`src/hdl/assert_macros.svh`:
```
// ----------------------------------------------------------------------------
// Assertion macros
// Shared concurrent assertion forms, sampled on the rising clock edge and
// switched off while reset is high.
// ----------------------------------------------------------------------------
`ifndef ASSERT_MACROS_SVH
`define ASSERT_MACROS_SVH

// Same-cycle implication.
`define BFM_ASSERT(label, ante, cons, msg) \
   label: assert property (@(posedge clock) disable iff (reset) (ante) |-> (cons)) \
      else $error(msg);

// Next-cycle implication.
`define BFM_ASSERT_NXT(label, ante, cons, msg) \
   label: assert property (@(posedge clock) disable iff (reset) (ante) |=> (cons)) \
      else $error(msg);

`endif

```
`src/hdl/bfm_ram.sv`:
```
// ----------------------------------------------------------------------------
// bfm_ram
// Generic single-clock RAM with one write port and one registered read port.
// ----------------------------------------------------------------------------
module bfm_ram #(
   parameter int WIDTH = 8,
   parameter int DEPTH = 256
) (
   input  logic                     clock,
   input  logic                     wr_en,
   input  logic [$clog2(DEPTH)-1:0] wr_addr,
   input  logic [WIDTH-1:0]         wr_data,
   input  logic                     rd_en,
   input  logic [$clog2(DEPTH)-1:0] rd_addr,
   output logic [WIDTH-1:0]         rd_data
);

   logic [WIDTH-1:0] mem_ff [DEPTH];
   logic [WIDTH-1:0] rd_data_ff;

   // Write port.
   always_ff @(posedge clock) begin
      if (wr_en) begin
         mem_ff[wr_addr] <= wr_data;
      end
   end

   // Read port; data holds until the next read.
   always_ff @(posedge clock) begin
      if (rd_en) begin
         rd_data_ff <= mem_ff[rd_addr];
      end
   end

   assign rd_data = rd_data_ff;

endmodule

```
`config.mk`:
```
export PLATFORM = sky130hd
export DESIGN_NAME = bfm_ram
export DESIGN_NICKNAME = d
export VERILOG_FILES = /design/src/hdl/assert_macros.svh /design/src/hdl/bfm_ram.sv
export SDC_FILE = /design/constraint.sdc
export NUM_CORES = 2
export LEC_CHECK = 0
export BUFFER_PORTS_ARGS = -buffer_cell sky130_fd_sc_hd__buf_4
export CORE_UTILIZATION = 57
export CTS_CLUSTER_DIAMETER = 150
export DETAILED_ROUTE_END_ITERATION = 7
export PLACE_DENSITY = 0.87
export SLEW_MARGIN = 20
export SYNTH_ARGS = -nofsm -noshare
export SYNTH_HDL_FRONTEND = slang
export SYNTH_SLANG_ARGS = --single-unit
```
`constraint.sdc`:
```
create_clock -name clock -period 2.2 [get_ports clock]
set_input_delay 0.22 -clock clock [delete_from_list [all_inputs] [get_ports clock]]
set_output_delay 0.22 -clock clock [all_outputs]
set_load 0.1 [all_outputs]
```
Word-level counts from Yosys, hierarchy flattened
Memories as Yosys holds them, arrays and structs flattened. A register that Yosys moved wholly into a read port is not among the register bits.
Index checks and enable logic that the tools add are counted.
{ "totals": {"reg_bits": 0, "mem_bits_rw": 2048, "inputBits": 27, "output_inout_bits": 8, "elab_cells": 3, "n_memories": 1} }
{ "classes": {"n_mux": 2} }
{ "mem_list": {"columns": ["name", "depth", "word_bits", "rd", "rd_clocked_by_memory_dff", "write_ports", "line_no", "rtl"], "rows": [
  ["mem_ff", 256, 8, 1, 1, 1, "bfm_ram.sv:18", "logic [WIDTH-1:0] mem_ff [DEPTH];"]
]} }
{ "op_table": {"columns": ["op", "count"], "rows": [
  ["1-bit 2-to-1 mux", 2]
]} }

Longest topological paths before layout
{ "logic_depth": {"ltp_word": 2, "mapped_depth": 11, "depth_no_buf": 6} }

Worst setup path before layout
No wires, ideal clock.
{ "synth_path": {"kind": "in2reg", "start": "input rd_addr[0]", "end": "register rd_data_ff[2], in the netlist rd_data[2] (read register of mem_ff) (data pin)", "setup_time_ns": 0.269, "arrival_time_ns": 2.027, "path_slack_ns": -0.096, "stages": 9, "path_buffers": 4, "path_cell_list": "buf_6 buf_12 buf_8 buf_2 mux4_2 a22oi_1 a21oi_1 nor4_1 nor4_2"} }
{ "synth_rtl": {"columns": ["element", "line_no", "rtl"], "rows": [
  ["start, declared", "bfm_ram.sv:14", "input logic [$clog2(DEPTH)-1:0] rd_addr,"],
  ["end, declared", "bfm_ram.sv:19", "logic [WIDTH-1:0] rd_data_ff;"]
]} }

==> results.toml <==
[timing]
tightestPinTransition_ns = 0.965
final.setup.worst_slack_ns = -0.300
period_share_pct = 114
finClkSkew_ns = 0.0303
hold_violations = 0
whs_ns = 0.0452
setup_violations = 8
rsz0062_at_grt = "true"
tns_ns = -1.86
fin_crit_ns = 2.50
fmax_mhz = 400
slew_headroom_pct = 35.7
drv_slew = 0

[detailed_routing]
via_count = 45742
drt_iter0_markers = 8201
wl_per_cell_um = 36.8
ant_nets = 0
vias_per_cell = 7.16
firstDrtPassIters = 8
wl_mm = 235
drc = 0

[clock_tree]
post-cts-setup-buffer-count = 0
htreeDepth = 4
cts_tree = "yes"
insertion_delay_ns = 0.81
clk_path_buf_depth = 3
cts_root_buf = "clkbuf_16"
cts_buffers = 190
path_clk_slew_ns = 0.07
cts.sinks = 2056

[power]
leakagePower_nw = 30.1
p_int_mw = 62.2
seq_power_share_pct = 54.0
p_comb_share_pct = 6.3
clockPowerShare_pct = 39.7
p_sw_share_pct = 22.3
power.switching_mw = 17.9
powerDensity_nw_per_um2 = 859
power.total_mw = 80.1
vdd_drop_max_v = 0.000985

[cells_and_area]
final_area_um2 = 93200
final_layout_size_suffix_gt1_share_pct = 32.7
final_common_cell = "edfxtp_1"
utilization_pct = 67.6
nNetsFinal = 4402
final_cell_mix = "2056 x edfxtp_1, 585 x buf_4, 455 x mux4_2"
area_delta_synth_final_pct = 17.1
layout.cells.non_filler = 6392

[synth]
synth_cell_type_count = 54
avgSynthCellArea_um2 = 21.3
synth.area.top_cells = "edfxtp_1 78%, mux4_2 13%, mux2i_1 1.7%"
synth_edf_count = 2056
synthesis.area_um2 = 79600
synth_seq_area_share_pct = 77.5
async_reset_ff_share_pct = 0
yosysTopAreaCellShare_pct = 77.5
synth_cells = 3733
synth-warning-count = 0
synthesis.nets = 3760
ys_seq_elements = 2056
ys.flop_type = "edfxtp_1"
synth_top_area_cell = "edfxtp_1"

[placement]
place_area_um2 = 86700
dp_cells = 6039
dp_hpwl_mm = 132
routabilityCongestion = 0.925
pre_cts_ws_ns = -1.23
port_buffers = 34

[floorplan]
die_h_um = 376
fp-row-count = 136
pin_count = 35
start_util_pct = 57.7
die-area_um2 = 141000
die_w_um = 376
core_um2 = 138000

[status]
status = "complete, but fails checks"
violations = "negative setup slack"

[grt]
grt_pass1_vias = 46147
grt_max_degree = 100
grt_usage_pct = 32.9
antenna_found_initial = 11
grt_pass1_wl_mm = 327
grt-ovfl-total = 0

[critical_path]
worst_setup_path_start_kind = "flip-flop"
worstPathMaxFanout = 1
rr_worst_depth = 7
critPathKind = "flip-flop to flip-flop"
worst_ep_required_time_ns = 2.74
end_kind = "flip-flop"
arrival_ns = 3.04

[worst_hold_path]
worstHoldPathType = "input port to flip-flop"
whs_path_depth = 1

[job]
cap_violations = 0
==> worst max-delay path, cell delays in order (launching register included) <==
cell	delay, ns
edfxtp_1	0.41
mux4_2	0.52
mux4_2	0.51
nor2_4	0.15
a2111oi_4	0.06
nor3_4	0.35
buf_6	0.17
nor4_2	0.06
==> what timing repair did <==
| item | in CTS | in global routing |
|---|---|---|
| hold endpoints to repair | 263 | 0 |
| setup endpoints to repair | 8 | 8 |
| pin swaps | 29 | 29 |
| gates resized for setup | 75 | 42 |
| hold buffers | 8 | 0 |
==> path summary, 6_finish.rpt <==
path | from | endpoint | slack [ns]
worst max register to register | mem_ff[134][1] | rd_data[1] | -0.30
worst min-delay path | wr_data[5] | mem_ff[224][5] | 0.05
worst max-delay path | mem_ff[134][1] | rd_data[1] | -0.30
worst min register to register | mem_ff[51][2] | rd_data[2] | 1.35
==> final cells by class <==
type,count,area [um2]
flip-flops and latches,2056,61700
clock inverters,104,840
well taps,1863,2330
repair buffers,683,6200
fillers,7574,44800
clock buffers,232,4950
diodes,10,25.0
inverters,2,7.51
multi-input cells,1442,17100
==> synth_stat cells (all sizes together) (6+ instances only) <==
cell type  count
a221oi        14
nand2b         8
buf          122
nand2         33
a22oi        133
nor3          22
nand3         34
and2           6
o22ai         28
a21oi         96
nand4         10
mux2i        134
nor2         282
o211ai        10
o221ai        47
edfxtp      2056
nor2b         31
mux4         456
a211oi        16
o21ai         12
nor4          27
a22o           8
clkbuf       111
==> layer usage <==
| layer | wire length, um | global-route usage, % | vias up | part of all wire [%] |
|---|---|---|---|---|
| met1 | 69100 | 38.8 | 22667 | 29 |
| li1 | - | - | 16948 | - |
| met3 | 35200 | 10.2 | 1214 | 15 |
| met2 | 113000 | 53.0 | 4897 | 48 |
| met4 | 17500 | 20.3 | 16 | 7.5 |
| met5 | 110 | 0 | - | 0.047 |
==> flip-flops by register name (all words and copies together), names as in the netlist <==
register / count
mem_ff: 2048
rd_data: 8
==> power by group through the flow <==
| stage | Combinational, mW | Clock [mW] | Sequential, mW |
|---|---|---|---|
| floorplan | 2.12 | 0 | 44.2 |
| global placement | 4.31 | 0 | 44.1 |
| detailed placement | 4.50 | 0 | 44.1 |
| CTS | 4.77 | 31.6 | 43.3 |
| global route | 5.09 | 33.0 | 43.3 |
| finish | 5.05 | 31.8 | 43.3 |
==> cells by family (layout without fill, tap and decap cells) <==
family                 count (synthesis)  after routing  share of synthesized area, %
AO/OA/AOI/OAI                        385            385                          3.42
buffers and inverters                235           1021                          1.83
flip-flops                          2056           2056                          77.5
multiplexers                         591            591                          14.6
other                                  0             10                             0
AND/OR/NAND/NOR                      466            466                          2.63
(Power assumes the default switching activity.)
