[src/hdl/assert_macros.svh]
// ----------------------------------------------------------------------------
// Assertion macros
// Shared concurrent assertion forms, sampled on the rising clock edge and
// switched off while reset is high.
// ----------------------------------------------------------------------------
`ifndef ASSERT_MACROS_SVH
`define ASSERT_MACROS_SVH

// Same-cycle implication.
`define BFM_ASSERT(label, ante, cons, msg) \
   label: assert property (@(posedge clock) disable iff (reset) (ante) |-> (cons)) \
      else $error(msg);

// Next-cycle implication.
`define BFM_ASSERT_NXT(label, ante, cons, msg) \
   label: assert property (@(posedge clock) disable iff (reset) (ante) |=> (cons)) \
      else $error(msg);

`endif

[src/hdl/bfm_pkg.sv]
// ----------------------------------------------------------------------------
// bfm_pkg
// Types, constants and helpers shared by the focus measure block.
// ----------------------------------------------------------------------------
package bfm_pkg;

   // Frame size limits.
   localparam int MAX_WIDTH  = 4096;
   localparam int MAX_HEIGHT = 4096;

   // Field widths.
   localparam int PIX_W  = 8;
   localparam int CFG_W  = 13;
   localparam int DIM_W  = CFG_W + 1;
   localparam int SUM_W  = 40;
   localparam int Q8_W   = 24;
   localparam int FRAC_W = 8;
   localparam int SQ_W   = 2 * PIX_W;

   // Counter and line store widths.
   localparam int COL_W     = $clog2(MAX_WIDTH);
   localparam int ROW_W     = $clog2(MAX_HEIGHT);
   localparam int LS_DEPTH  = 2 * MAX_WIDTH;
   localparam int LS_ADDR_W = $clog2(LS_DEPTH);

   // Gray conversion weights in Q16.
   localparam int WGT_W  = 16;
   localparam int PROD_W = PIX_W + WGT_W;
   localparam int GSUM_W = PROD_W + 2;
   localparam logic [WGT_W-1:0] GRAY_WGT0 = 16'd19595;
   localparam logic [WGT_W-1:0] GRAY_WGT1 = 16'd38470;
   localparam logic [WGT_W-1:0] GRAY_WGT2 = 16'd7471;

   // Divider widths.
   localparam int DVD_W = SUM_W + FRAC_W;
   localparam int DVS_W = 2 * DIM_W;
   localparam int DCNT_W = $clog2(DVD_W);

   // Register defaults.
   localparam logic [CFG_W-1:0] WIDTH_RESET  = 13'd640;
   localparam logic [CFG_W-1:0] HEIGHT_RESET = 13'd480;

   // Register indexes.
   typedef enum logic [0:0] {
      CSR_FRAME_WIDTH  = 1'b0,
      CSR_FRAME_HEIGHT = 1'b1
   } csr_index_type;

   // Input word: one pixel.
   typedef struct packed {
      logic [PIX_W-1:0] pixel_byte0;
      logic [PIX_W-1:0] pixel_byte1;
      logic [PIX_W-1:0] pixel_byte2;
   } req_word_type;

   // Result word: one per frame.
   typedef struct packed {
      logic [Q8_W-1:0]  clarity_q8;
      logic [SUM_W-1:0] squared_diff_sum;
   } rsp_word_type;

   // Zero counts as one, anything above the limit counts as the limit.
   function automatic logic [DIM_W-1:0] clamp_dim(logic [CFG_W-1:0] v,
                                                  logic [DIM_W-1:0] maxv);
      logic [DIM_W-1:0] ext;
      ext = DIM_W'(v);
      if (ext == '0) begin
         return DIM_W'(1);
      end else if (ext > maxv) begin
         return maxv;
      end else begin
         return ext;
      end
   endfunction

endpackage

[src/hdl/bfm_div.sv]
// ----------------------------------------------------------------------------
// bfm_div
// Restoring divider, one quotient bit per cycle, for the frame mean.
// ----------------------------------------------------------------------------
`include "assert_macros.svh"

module bfm_div (
   input  logic                      clock,
   input  logic                      reset,
   input  logic                      start,
   input  logic [bfm_pkg::DVD_W-1:0] dividend,
   input  logic [bfm_pkg::DVS_W-1:0] divisor,
   output logic                      done,
   output logic [bfm_pkg::DVD_W-1:0] quotient
);
   import bfm_pkg::*;

   logic              busy_ff, busy_in;
   logic              done_ff, done_in;
   logic [DCNT_W-1:0] cnt_ff, cnt_in;
   logic [DVD_W-1:0]  quo_ff, quo_in;
   logic [DVS_W-1:0]  rem_ff, rem_in;
   logic [DVS_W-1:0]  dvs_ff, dvs_in;
   logic [DVS_W:0]    trial;
   logic [DVS_W:0]    trial_sub;
   logic              fits;

   // Shift in the next dividend bit and try to subtract the divisor.
   assign trial     = {rem_ff, quo_ff[DVD_W-1]};
   assign trial_sub = trial - {1'b0, dvs_ff};
   assign fits      = (trial >= {1'b0, dvs_ff});

   always_comb begin
      busy_in = busy_ff;
      done_in = 1'b0;
      cnt_in  = cnt_ff;
      quo_in  = quo_ff;
      rem_in  = rem_ff;
      dvs_in  = dvs_ff;
      if (start) begin
         busy_in = 1'b1;
         cnt_in  = DCNT_W'(DVD_W - 1);
         quo_in  = dividend;
         rem_in  = '0;
         dvs_in  = divisor;
      end else if (busy_ff) begin
         quo_in = {quo_ff[DVD_W-2:0], fits};
         rem_in = fits ? trial_sub[DVS_W-1:0] : trial[DVS_W-1:0];
         cnt_in = cnt_ff - DCNT_W'(1);
         if (cnt_ff == '0) begin
            busy_in = 1'b0;
            done_in = 1'b1;
         end
      end
   end

   // Control registers.
   always_ff @(posedge clock) begin
      if (reset) begin
         busy_ff <= 1'b0;
         done_ff <= 1'b0;
         cnt_ff  <= '0;
      end else begin
         busy_ff <= busy_in;
         done_ff <= done_in;
         cnt_ff  <= cnt_in;
      end
   end

   // Datapath registers.
   always_ff @(posedge clock) begin
      quo_ff <= quo_in;
      rem_ff <= rem_in;
      dvs_ff <= dvs_in;
   end

   assign done     = done_ff;
   assign quotient = quo_ff;

   `BFM_ASSERT(a_div_no_restart, start, !busy_ff, "divider started while busy")
   `BFM_ASSERT(a_div_done_after_busy, done_ff, !busy_ff && $past(busy_ff),
      "divider done without a running division")

endmodule

[config.mk]
export PLATFORM = sky130hd
export DESIGN_NAME = bfm_div
export DESIGN_NICKNAME = d
export VERILOG_FILES = /design/src/hdl/bfm_pkg.sv /design/src/hdl/bfm_div.sv
export VERILOG_INCLUDE_DIRS = /design/src /design/src/hdl
export SDC_FILE = /design/constraint.sdc
export NUM_CORES = 1
export LEC_CHECK = 0
export ABC_CLOCK_PERIOD_IN_PS = 4000
export BUFFER_PORTS_ARGS = -buffer_cell sky130_fd_sc_hd__buf_2
export CORE_MARGIN = 2
export CORE_UTILIZATION = 40
export CTS_CLUSTER_DIAMETER = 60
export CTS_CLUSTER_SIZE = 8
export DETAILED_ROUTE_END_ITERATION = 8
export SLEW_MARGIN = 25
export SYNTH_ARGS = -nofsm -noshare
export SYNTH_HDL_FRONTEND = slang
export SYNTH_SLANG_ARGS = --single-unit
[constraint.sdc]
create_clock -name clock -period 4 [get_ports clock]
set_input_delay 0.4 -clock clock [delete_from_list [all_inputs] [get_ports clock]]
set_output_delay 0.4 -clock clock [all_outputs]
set_load 0.05 [all_outputs]
Word-level counts from Yosys, hierarchy flattened
Cells that the tools add are included.
{"block": "classes", "addsub": 2, "order_cmp": 1, "mux": 9, "bitwise": 1, "n_reduce_logical": 4}
{"op": "$mux W48", "n": 2}
{"op": "$ge A29 B28 Y1", "n": 1}
{"op": "$mux W28", "n": 1}
{"op": "$sub A28 B28 Y28", "n": 1}
{"op": "$mux W6", "n": 2}
{"op": "$logic_not A6 Y1", "n": 1}
{"op": "$sub A6 B1 Y6 const B", "n": 1}
{"op": "$mux W1", "n": 4}
{"op": "$reduce_or A3 Y1", "n": 1}
{"op": "$reduce_bool A2 Y1", "n": 1}
{"op": "$reduce_or A2 Y1", "n": 1}
{"op": "$not A1 Y1", "n": 1}
{"block": "totals", "reg_bits": 112}

Depth between registers and ports, before layout
Gate-level depths: netlist of run 1.
{"block": "depth", "depth_word": 4, "depth_mapped": 13}

Worst setup path before layout of run 1
OpenSTA, ideal clock, no wires.
{"block": "synth_timing", "kind": "register to register", "startpoint": "reg quo_ff[47] (netlist: quotient[47])", "endpoint": "reg rem_ff[26]", "arrival_time_ps": 2995, "t_required_ps": 3942, "slack_ps": 946, "stages_incl_launch_ff": 11, "synth_period_minus_slack_ps": 3054, "path_cell_list": "edfxtp_1 -> inv_1 -> ha_1 -> fa_1 -> nor2b_1 -> o2111ai_1 -> a32oi_1 -> a311oi_1 -> or4_1 -> a31oi_1 -> o221a_2"}
{"block": "synth_via", "elab_chain_cells": 2, "elab_cells_between_ends": 3}
{"element": "from (decl)", "line_no": "bfm_div.sv:21", "rtl": "logic [DVD_W-1:0] quo_ff, quo_in;"}
{"element": "from (signal assigned)", "line_no": "bfm_div.sv:72", "rtl": "quo_ff <= quo_in;"}
{"element": "$sub A28 B28 Y28 or $ge A29 B28 Y1 (tied branches)", "line_no": "bfm_div.sv:30, bfm_div.sv:31"}
{"element": "$mux W28 (*)", "line_no": "bfm_div.sv:48", "rtl": "rem_in = fits ? trial_sub[DVS_W-1:0] : trial[DVS_W-1:0];"}
{"element": "to (signal assigned)", "line_no": "bfm_div.sv:73", "rtl": "rem_ff <= rem_in;"}
{"element": "to (decl)", "line_no": "bfm_div.sv:22", "rtl": "logic [DVS_W-1:0] rem_ff, rem_in;"}
Mark *: on every way between the ends. The rest lies on a longest branch, timed or not.
A chain may end at the register's enable or synchronous reset.

Worst setup path after layout of run 1
{"block": "layout_timing", "startpoint": "reg dvs_ff[6]", "endpoint": "reg rem_ff[20]"}
{"block": "layout_via", "elab_chain_cells": 2, "elab_cells_between_ends": 3}
{"element": "from (decl)", "line_no": "bfm_div.sv:23", "rtl": "logic [DVS_W-1:0] dvs_ff, dvs_in;"}
{"element": "from (signal assigned)", "line_no": "bfm_div.sv:74", "rtl": "dvs_ff <= dvs_in;"}
{"element": "$sub A28 B28 Y28 or $ge A29 B28 Y1 (tied branches)", "line_no": "bfm_div.sv:30, bfm_div.sv:31"}
{"element": "$mux W28 (*)", "line_no": "bfm_div.sv:48"}
Marks and branches as above.

==> results.ini, run 1 <==
[placement]
dpl-instance-area_um2 = 6970
dp.final_hpwl_um = 10710
numPortBuffers = 127
post-place-ws_ns = 0.9222
gp_congestion = 0.9044

[clocking]
h-tree-depth = 3
numCtsBuffers = 9
cts_tree = done
cts_hold_buf = 0
post_cts_resized = 0
clk_pin_slew_worst_paths_ns = 0.08
ctsRootBufferMaster = clkbuf_16
clock_tree.buffer_depth = 2
post_cts_buffers = 0
cts_sinks = 112
clk_latency_ns = 0.36

[setup_path]
cp-start-kind = flop
path_class = flop to flop
cp.required_ns = 4.28
timing.rr.start = dvs_ff[6]
ff2ff_setup_slack_ns = 0.93
crit_path_end_kind = flop
rr_endpoint = rem_ff[20]
path_max_fanout = 7
r2r_cells = 10
critPathArrivalTime_ns = 3.35

[timing]
min_period_ns = 3.074
max_freq_mhz = 325.3
worst_slew_pin_slew_ns = 0.8694
fin_ws_ns = 0.9260
max-slew-margin-rel = 0.4204
finalSetupTns_ns = 0
setup-violations-final = 0
hold_violations = 0
rsz0062_at_grt = false
fin_worst_skew_ns = 0.01032
finalCritPeriodShare = 0.7685
maxSlewViolCount = 0

[worst_hold_path]
whs_endpoint = dvs_ff[21]
hold_path_depth = 1
hold_class = primary input to flop
min-delay-start = divisor[21]

[route]
vias = 4797
drt-total-wl_um = 14890
drt-pass1-iter-count = 4
drc = 0
drt-initial-drc-count = 360
viasPerCell = 5.457
ant_nets = 0
wl_per_cell_um = 16.94

[finish]
area_growth_pct = 17.49
layout.nets = 796
drive_gt1_frac = 0.2981
fill_cells = 1406
finish.instance_area_um2 = 7272
diodes = 0

[global_route]
grt_pass1_vias = 4945
grt_usage = 0.1876
grt_overflow_total = 0
antenna_found_initial = 0
grt_max_degree = 63
grt_pass1_wl_um = 24500

[synthesis]
yosysSeqAreaShare = 0.4851
synth_edf_count = 76
yosysWarnings = 0
yosys-top-cells-count = edfxtp_1, mux2_2, inv_1
synth_flop_cell = edfxtp_1
synth_cell_types = 62
yosys_register_bits = 112
syn_inst = 572
synth_nets = 682
yosysMostFrequentCell = edfxtp_1
syn_area_per_cell_um2 = 10.82
synth_top_area_frac = 0.3687
synth_area_leader_cell = edfxtp_1
synthesis.area_um2 = 6190
synth.area.top_cells = edfxtp_1, dfxtp_1, mux2_2, ha_1, mux2i_1
synthArstFlopShare = 0

[pwr]
p_leak_nw = 3.113
power_frac_seq = 0.439
intPower_mw = 2.162
p_sw_mw = 1.072
total_power_mw = 3.234
pwr-share-comb = 0.267
clkPwrFrac = 0.294
ir_worst_vdd_uv = 284.6
powerDensity_nw_per_um2 = 444.7
sw_frac_of_total = 0.3316

[flow_run]
drv_cap = 0

[die]
io_pins = 128
die_h_um = 128.4
die-area_um2 = 16490
core-area_um2 = 15150
rows = 45
initial_utilization = 0.4087
fp.dieW_um = 128.4

[status]
status = finished clean

-- power groups by stage --
stage | sequential [mW] | clock (mW) | combinational (mW)
floorplan | 1.61 | 0 | 0.471
global placement | 1.44 | 0 | 0.853
global route | 1.43 | 1.01 | 0.944
detailed placement | 1.44 | 0 | 0.862
CTS | 1.42 | 0.973 | 0.865
finish | 1.42 | 0.952 | 0.864
-- cell type report --
class	count	area, um^2	share of cell area
Sequential cell	112	3003	0.4129
Multi-Input combinational cell	389	2895	0.3981
Timing Repair Buffer	133	683.2	0.09394
Tap cell	188	235.2	0.03235
Clock buffer	9	225.2	0.03097
Inverter	41	155.1	0.02134
Clock inverter	7	75.07	0.01032
-- per-layer routing --
layer / global-route usage / wire [um] / up-vias
met5: 0 / 0 / -
met4: 0.03943 / 150 / 0
met3: 0.06944 / 1081 / 10
met2: 0.3120 / 7129 / 134
met1: 0.2353 / 6528 / 2290
li1: - / - / 2363
-- cells by family after synthesis --
kind of cell               share of synthesized area
and+or+nand+nor                              0.09845
DFF                                           0.4851
AOI/OAI and AO/OA                             0.1583
xor gates and xnor gates                     0.03396
muxes                                         0.1132
buffers and inverters                        0.04710
adders and majority gates                    0.06388
-- metrics by stage --
step / hold WS [ns] / cells / utilization
final: 0.2052 / 879 / 0.4801
after global routing: 0.1876 / 879 / 0.4801
after CTS: 0.1908 / 879 / 0.4801
after detailed placement: 0.4789 / 863 / 0.4602
after global placement: 0.4611 / 863 / 0.4602
after floorplan: 0.4456 / 572 / -
-- how the worst max path moves through the flow --
stage | from | end | slack (ns) | cells past startpoint
6_report | dvs_ff[6] | rem_ff[20] | 0.93 | 10
5_1_grt | rem_ff[5] | rem_ff[20] | 0.71 | 9
4_1_cts | dvs_ff[6] | rem_ff[20] | 0.91 | 10
3_5_place_dp | dvs_ff[6] | rem_ff[26] | 0.92 | 10
3_3_place_gp | dvs_ff[6] | rem_ff[26] | 0.98 | 10
2_1_floorplan | quotient[47] | rem_ff[26] | 0.95 | 10
-- sequential cells by signal, summed over array words and instances, names as in the netlist --
name and count:
cnt_ff 6, rem_ff 28, busy_ff 1, done 1, dvs_ff 28, quotient 48
-- cell usage in the layout (no fill, tap or decap), types with 6 or more instances in the layout --
master	Yosys	layout
xor2_1	12	12
a21o_1	14	14
o21ai_0	25	25
xnor2_1	12	12
a211oi_1	21	21
dfxtp_1	36	36
nand3_1	9	9
edfxtp_1	76	76
nor3_1	14	14
ha_1	30	30
inv_1	40	39
clkbuf_16	0	9
buf_4	0	7
nor2_1	34	34
buf_2	2	126
a31oi_1	6	6
mux2_2	48	48
and3_1	8	8
a21oi_1	28	28
mux2i_1	16	16
o211ai_1	7	7
nand2_1	34	34
-- worst max-delay path, stage by stage (launching register included) --
cell and delay [ns]:
edfxtp_1 0.32, inv_1 0.04, ha_1 0.35, a21o_1 0.23, a221o_1 0.38, o211a_1 0.25, o31a_1 0.35, nor2_1 0.49
buf_4 0.26, a21oi_1 0.07, a211oi_1 0.25
Note: power is estimated with default switching activity, not from simulation.
==> run 2: changes to the inputs <==
--- a/config.mk
+++ b/config.mk
@@ -6,7 +6,8 @@
 export SDC_FILE = /design/constraint.sdc
 export NUM_CORES = 1
 export LEC_CHECK = 0
-export ABC_CLOCK_PERIOD_IN_PS = 4000
+export ABC_AREA = 1
+export ABC_CLOCK_PERIOD_IN_PS = 2500
 export BUFFER_PORTS_ARGS = -buffer_cell sky130_fd_sc_hd__buf_2
 export CORE_MARGIN = 2
 export CORE_UTILIZATION = 40
==> constraint.sdc (replaced) <==
create_clock -name clock -period 2.5 [get_ports clock]
set_input_delay 0.25 -clock clock [delete_from_list [all_inputs] [get_ports clock]]
set_output_delay 0.25 -clock clock [all_outputs]
set_load 0.05 [all_outputs]
==> results.ini, run 2 <==
[route]
drt-pass1-iter-count = 5  ; was 4
ant_nets = 0  ; unchanged
drc = 0  ; unchanged
drt-total-wl_um = 17960  ; was 14890 um
wl_per_cell_um = 13.82  ; was 16.94 um
drt-initial-drc-count = 452  ; was 360
vias = 6097  ; was 4797
viasPerCell = 4.694  ; was 5.457

[timing]
min_period_ns = 2.263  ; was 3.074 ns
finalCritPeriodShare = 0.9052  ; was 0.7685
max-slew-margin-rel = 0.5536  ; was 0.4204
hold_violations = 0  ; unchanged
setup-violations-final = 0  ; unchanged
holdWs_ns = 0.04919  ; was 0.2052 ns
finalSetupTns_ns = 0  ; unchanged
rsz0062_at_grt = false  ; unchanged
worst_slew_pin_slew_ns = 0.6689  ; was 0.8694 ns
maxSlewViolCount = 0  ; unchanged
fin_worst_skew_ns = 0.01366  ; was 0.01032 ns
max_freq_mhz = 441.9  ; was 325.3 MHz

[setup_path]
cp.required_ns = 2.76  ; was 4.28 ns
crit_top_cell = nand2_1
critPathArrivalTime_ns = 2.52  ; was 3.35 ns
path_class = flop to flop  ; unchanged
crit_chain = inv_1 > ha_1 > buf_4 > nand2_1 > nand2_1 > nand2_1 > nand3_1 > nand2_1 > nand2_1 > nand2_1 > nand3_4 > buf_4 > nor2_1 > nor2_1 > nand2_1 > nand2_1  ; was inv_1 > ha_1 > a21o_1 > a221o_1 > o211a_1 > o31a_1 > nor2_1 > buf_4 > a21oi_1 > a211oi_1
slowest_stage = edfxtp_1  ; was nor2_1
cp-start-kind = flop  ; unchanged
slowest_delay_ns = 0.36  ; was 0.49 ns
path_max_fanout = 12  ; was 7
crit_path_end_kind = flop  ; unchanged

[global_route]
grt_overflow_total = 0  ; unchanged
antenna_found_initial = 0  ; unchanged
grt_max_degree = 57  ; was 63
grt_pass1_wl_um = 29720  ; was 24500 um
busiest_layer = met2  ; unchanged
use_met3 = 0.06012  ; was 0.06944
grt_use_met1 = 0.2737  ; was 0.2353
grt_usage = 0.2120  ; was 0.1876
grtUsageMet2 = 0.3486  ; was 0.3120
grt_pass1_vias = 6065  ; was 4945

[pwr]
pwr-share-comb = 0.196  ; was 0.267
p_leak_nw = 4.223  ; was 3.113 nW
sw_frac_of_total = 0.3148  ; was 0.3316
intPower_mw = 3.216  ; was 2.162 mW
ir_worst_vdd_uv = 405.7  ; was 284.6 uV
power_frac_seq = 0.470  ; was 0.439
powerDensity_nw_per_um2 = 577.7  ; was 444.7 nW/um^2
p_sw_mw = 1.477  ; was 1.072 mW
clkPwrFrac = 0.334  ; was 0.294

[finish]
drive_gt1_frac = 0.1761  ; was 0.2981
area_growth_pct = 21.63  ; was 17.49%
final_core_util = 0.4935  ; was 0.4801
final_cell_mix = nand2_1, inv_1, buf_2  ; was buf_2, edfxtp_1, mux2_2
layout.nets = 1184  ; was 796
diodes = 0  ; unchanged
final_common_cell = nand2_1  ; was buf_2
largest_reg_flops = 48  ; unchanged

[clocking]
cts_tree = done  ; unchanged
cts_hold_buf = 0  ; unchanged
numCtsBuffers = 9  ; unchanged
clk_pin_slew_worst_paths_ns = 0.09  ; was 0.08 ns
cts_sinks = 112  ; unchanged
ctsRootBufferMaster = clkbuf_16  ; unchanged
clock_tree.buffer_depth = 2  ; unchanged
h-tree-depth = 3  ; unchanged
post_cts_resized = 1  ; was 0
post_cts_buffers = 0  ; unchanged
clk_latency_ns = 0.37  ; was 0.36 ns

[synthesis]
synth_nets = 1033  ; was 682
synth.area.top_cells = edfxtp_1, nand2_1, dfxtp_1, inv_1, ha_1  ; was edfxtp_1, dfxtp_1, mux2_2, ha_1, mux2i_1
syn_inst = 923  ; was 572
yosysSeqAreaShare = 0.4495  ; was 0.4851
synth_edf_count = 76  ; unchanged
synth_area_leader_cell = edfxtp_1  ; unchanged
synth_top_area_frac = 0.3416  ; was 0.3687
synthArstFlopShare = 0  ; unchanged
yosys-top-cells-count = nand2_1, inv_1, edfxtp_1  ; was edfxtp_1, mux2_2, inv_1
synthesis.area_um2 = 6680  ; was 6190 um^2
yosysWarnings = 0  ; unchanged
synth_cell_types = 35  ; was 62
synth_flop_cell = edfxtp_1  ; unchanged
yosys_register_bits = 112  ; unchanged
yosysMostFrequentCell = nand2_1  ; was edfxtp_1
syn_area_per_cell_um2 = 7.237  ; was 10.82 um^2

[placement]
numPortBuffers = 127  ; unchanged
dp.final_hpwl_um = 13500  ; was 10710 um
gp_congestion = 0.9703  ; was 0.9044

[die]
fp.dieW_um = 133.2  ; was 128.4 um
initial_utilization = 0.4057  ; was 0.4087
io_pins = 128  ; unchanged
core-area_um2 = 16470  ; was 15150 um^2
die-area_um2 = 17750  ; was 16490 um^2
die_h_um = 133.2  ; was 128.4 um
rows = 47  ; was 45

[flow_run]
drv_cap = 0  ; unchanged

[status]
status = finished clean  ; unchanged

[worst_hold_path]
hold_class = primary input to flop  ; unchanged

## run 2: cell count changes in the layout (fill, tap and decap cells not counted), sizes merged, moves of 9 or more
cell | before | now
a21o | 14 | 0
nand2 | 34 | 383
inv | 42 | 144
mux2 | 48 | 0
mux2i | 16 | 0
nand3 | 9 | 69
buf | 133 | 161
nor2 | 34 | 78
a211oi | 21 | 1
xor2 | 12 | 3
## run 2: worst max-delay path: cells and delay by family (launching register included)
| family | cells | cell delay (ns) |
|---|---|---|
| and+or+nand+nor | 12 | 1.13 |
| buffers and inverters | 3 | 0.43 |
| DFF | 1 | 0.36 |
| adders and majority gates | 1 | 0.24 |
## run 2: layer usage
layer,wire length [um],up-vias
li1,-,3190
met1,8391,2721
met2,8010,164
met3,1221,22
met4,333,0
met5,0,-
## run 2: layout make-up
type	count	area, um^2
Clock buffer	9	225.2
Clock inverter	7	100.1
Fill cell	1699	8341
Inverter	142	533.0
Multi-Input combinational cell	648	3048
Sequential cell	112	3003
Tap cell	220	275.3
Timing Repair Buffer	161	940.9
## run 2: final timing paths
check | start | to | slack [ns] | depth (start not counted)
setup / recovery | dvs_ff[2] | rem_ff[25] | 0.24 | 16
hold / removal | divisor[13] | dvs_ff[13] | 0.05 | 1
setup reg to reg | dvs_ff[2] | rem_ff[25] | 0.24 | 16
hold reg to reg | rem_ff[16] | rem_ff[16] | 0.47 | 2
## run 2: logic make-up (layout without fill, tap and decap cells)
logic type,Yosys count,after routing,share of synthesized area
buf+inv,163,319,0.09515
fa+ha+maj,31,31,0.05919
compound gates,45,45,0.03708
simple gates,558,558,0.3407
flops,112,112,0.4495
xor+xnor,14,14,0.01836
## run 2: per-stage QoR
stage	std cells	instance area, um^2	setup WS [ns]	total power, mW
detailed placement	1283	7794	-0.01302	3.165
finish	1299	8125	0.2371	4.694
global placement	1283	7794	-0.04584	3.165
floorplan	923	6680	0.09284	2.852
global route	1299	8125	0.0004714	4.922
CTS	1299	8119	0.08364	4.750
## run 2: power by group through the flow
stage | clock (mW) | combinational (mW) | sequential (mW)
2_1_floorplan | 0 | 0.322 | 2.53
3_3_place_gp | 0 | 0.919 | 2.25
3_5_place_dp | 0 | 0.924 | 2.24
4_1_cts | 1.62 | 0.926 | 2.21
5_1_grt | 1.69 | 1.01 | 2.22
6_report | 1.57 | 0.920 | 2.20
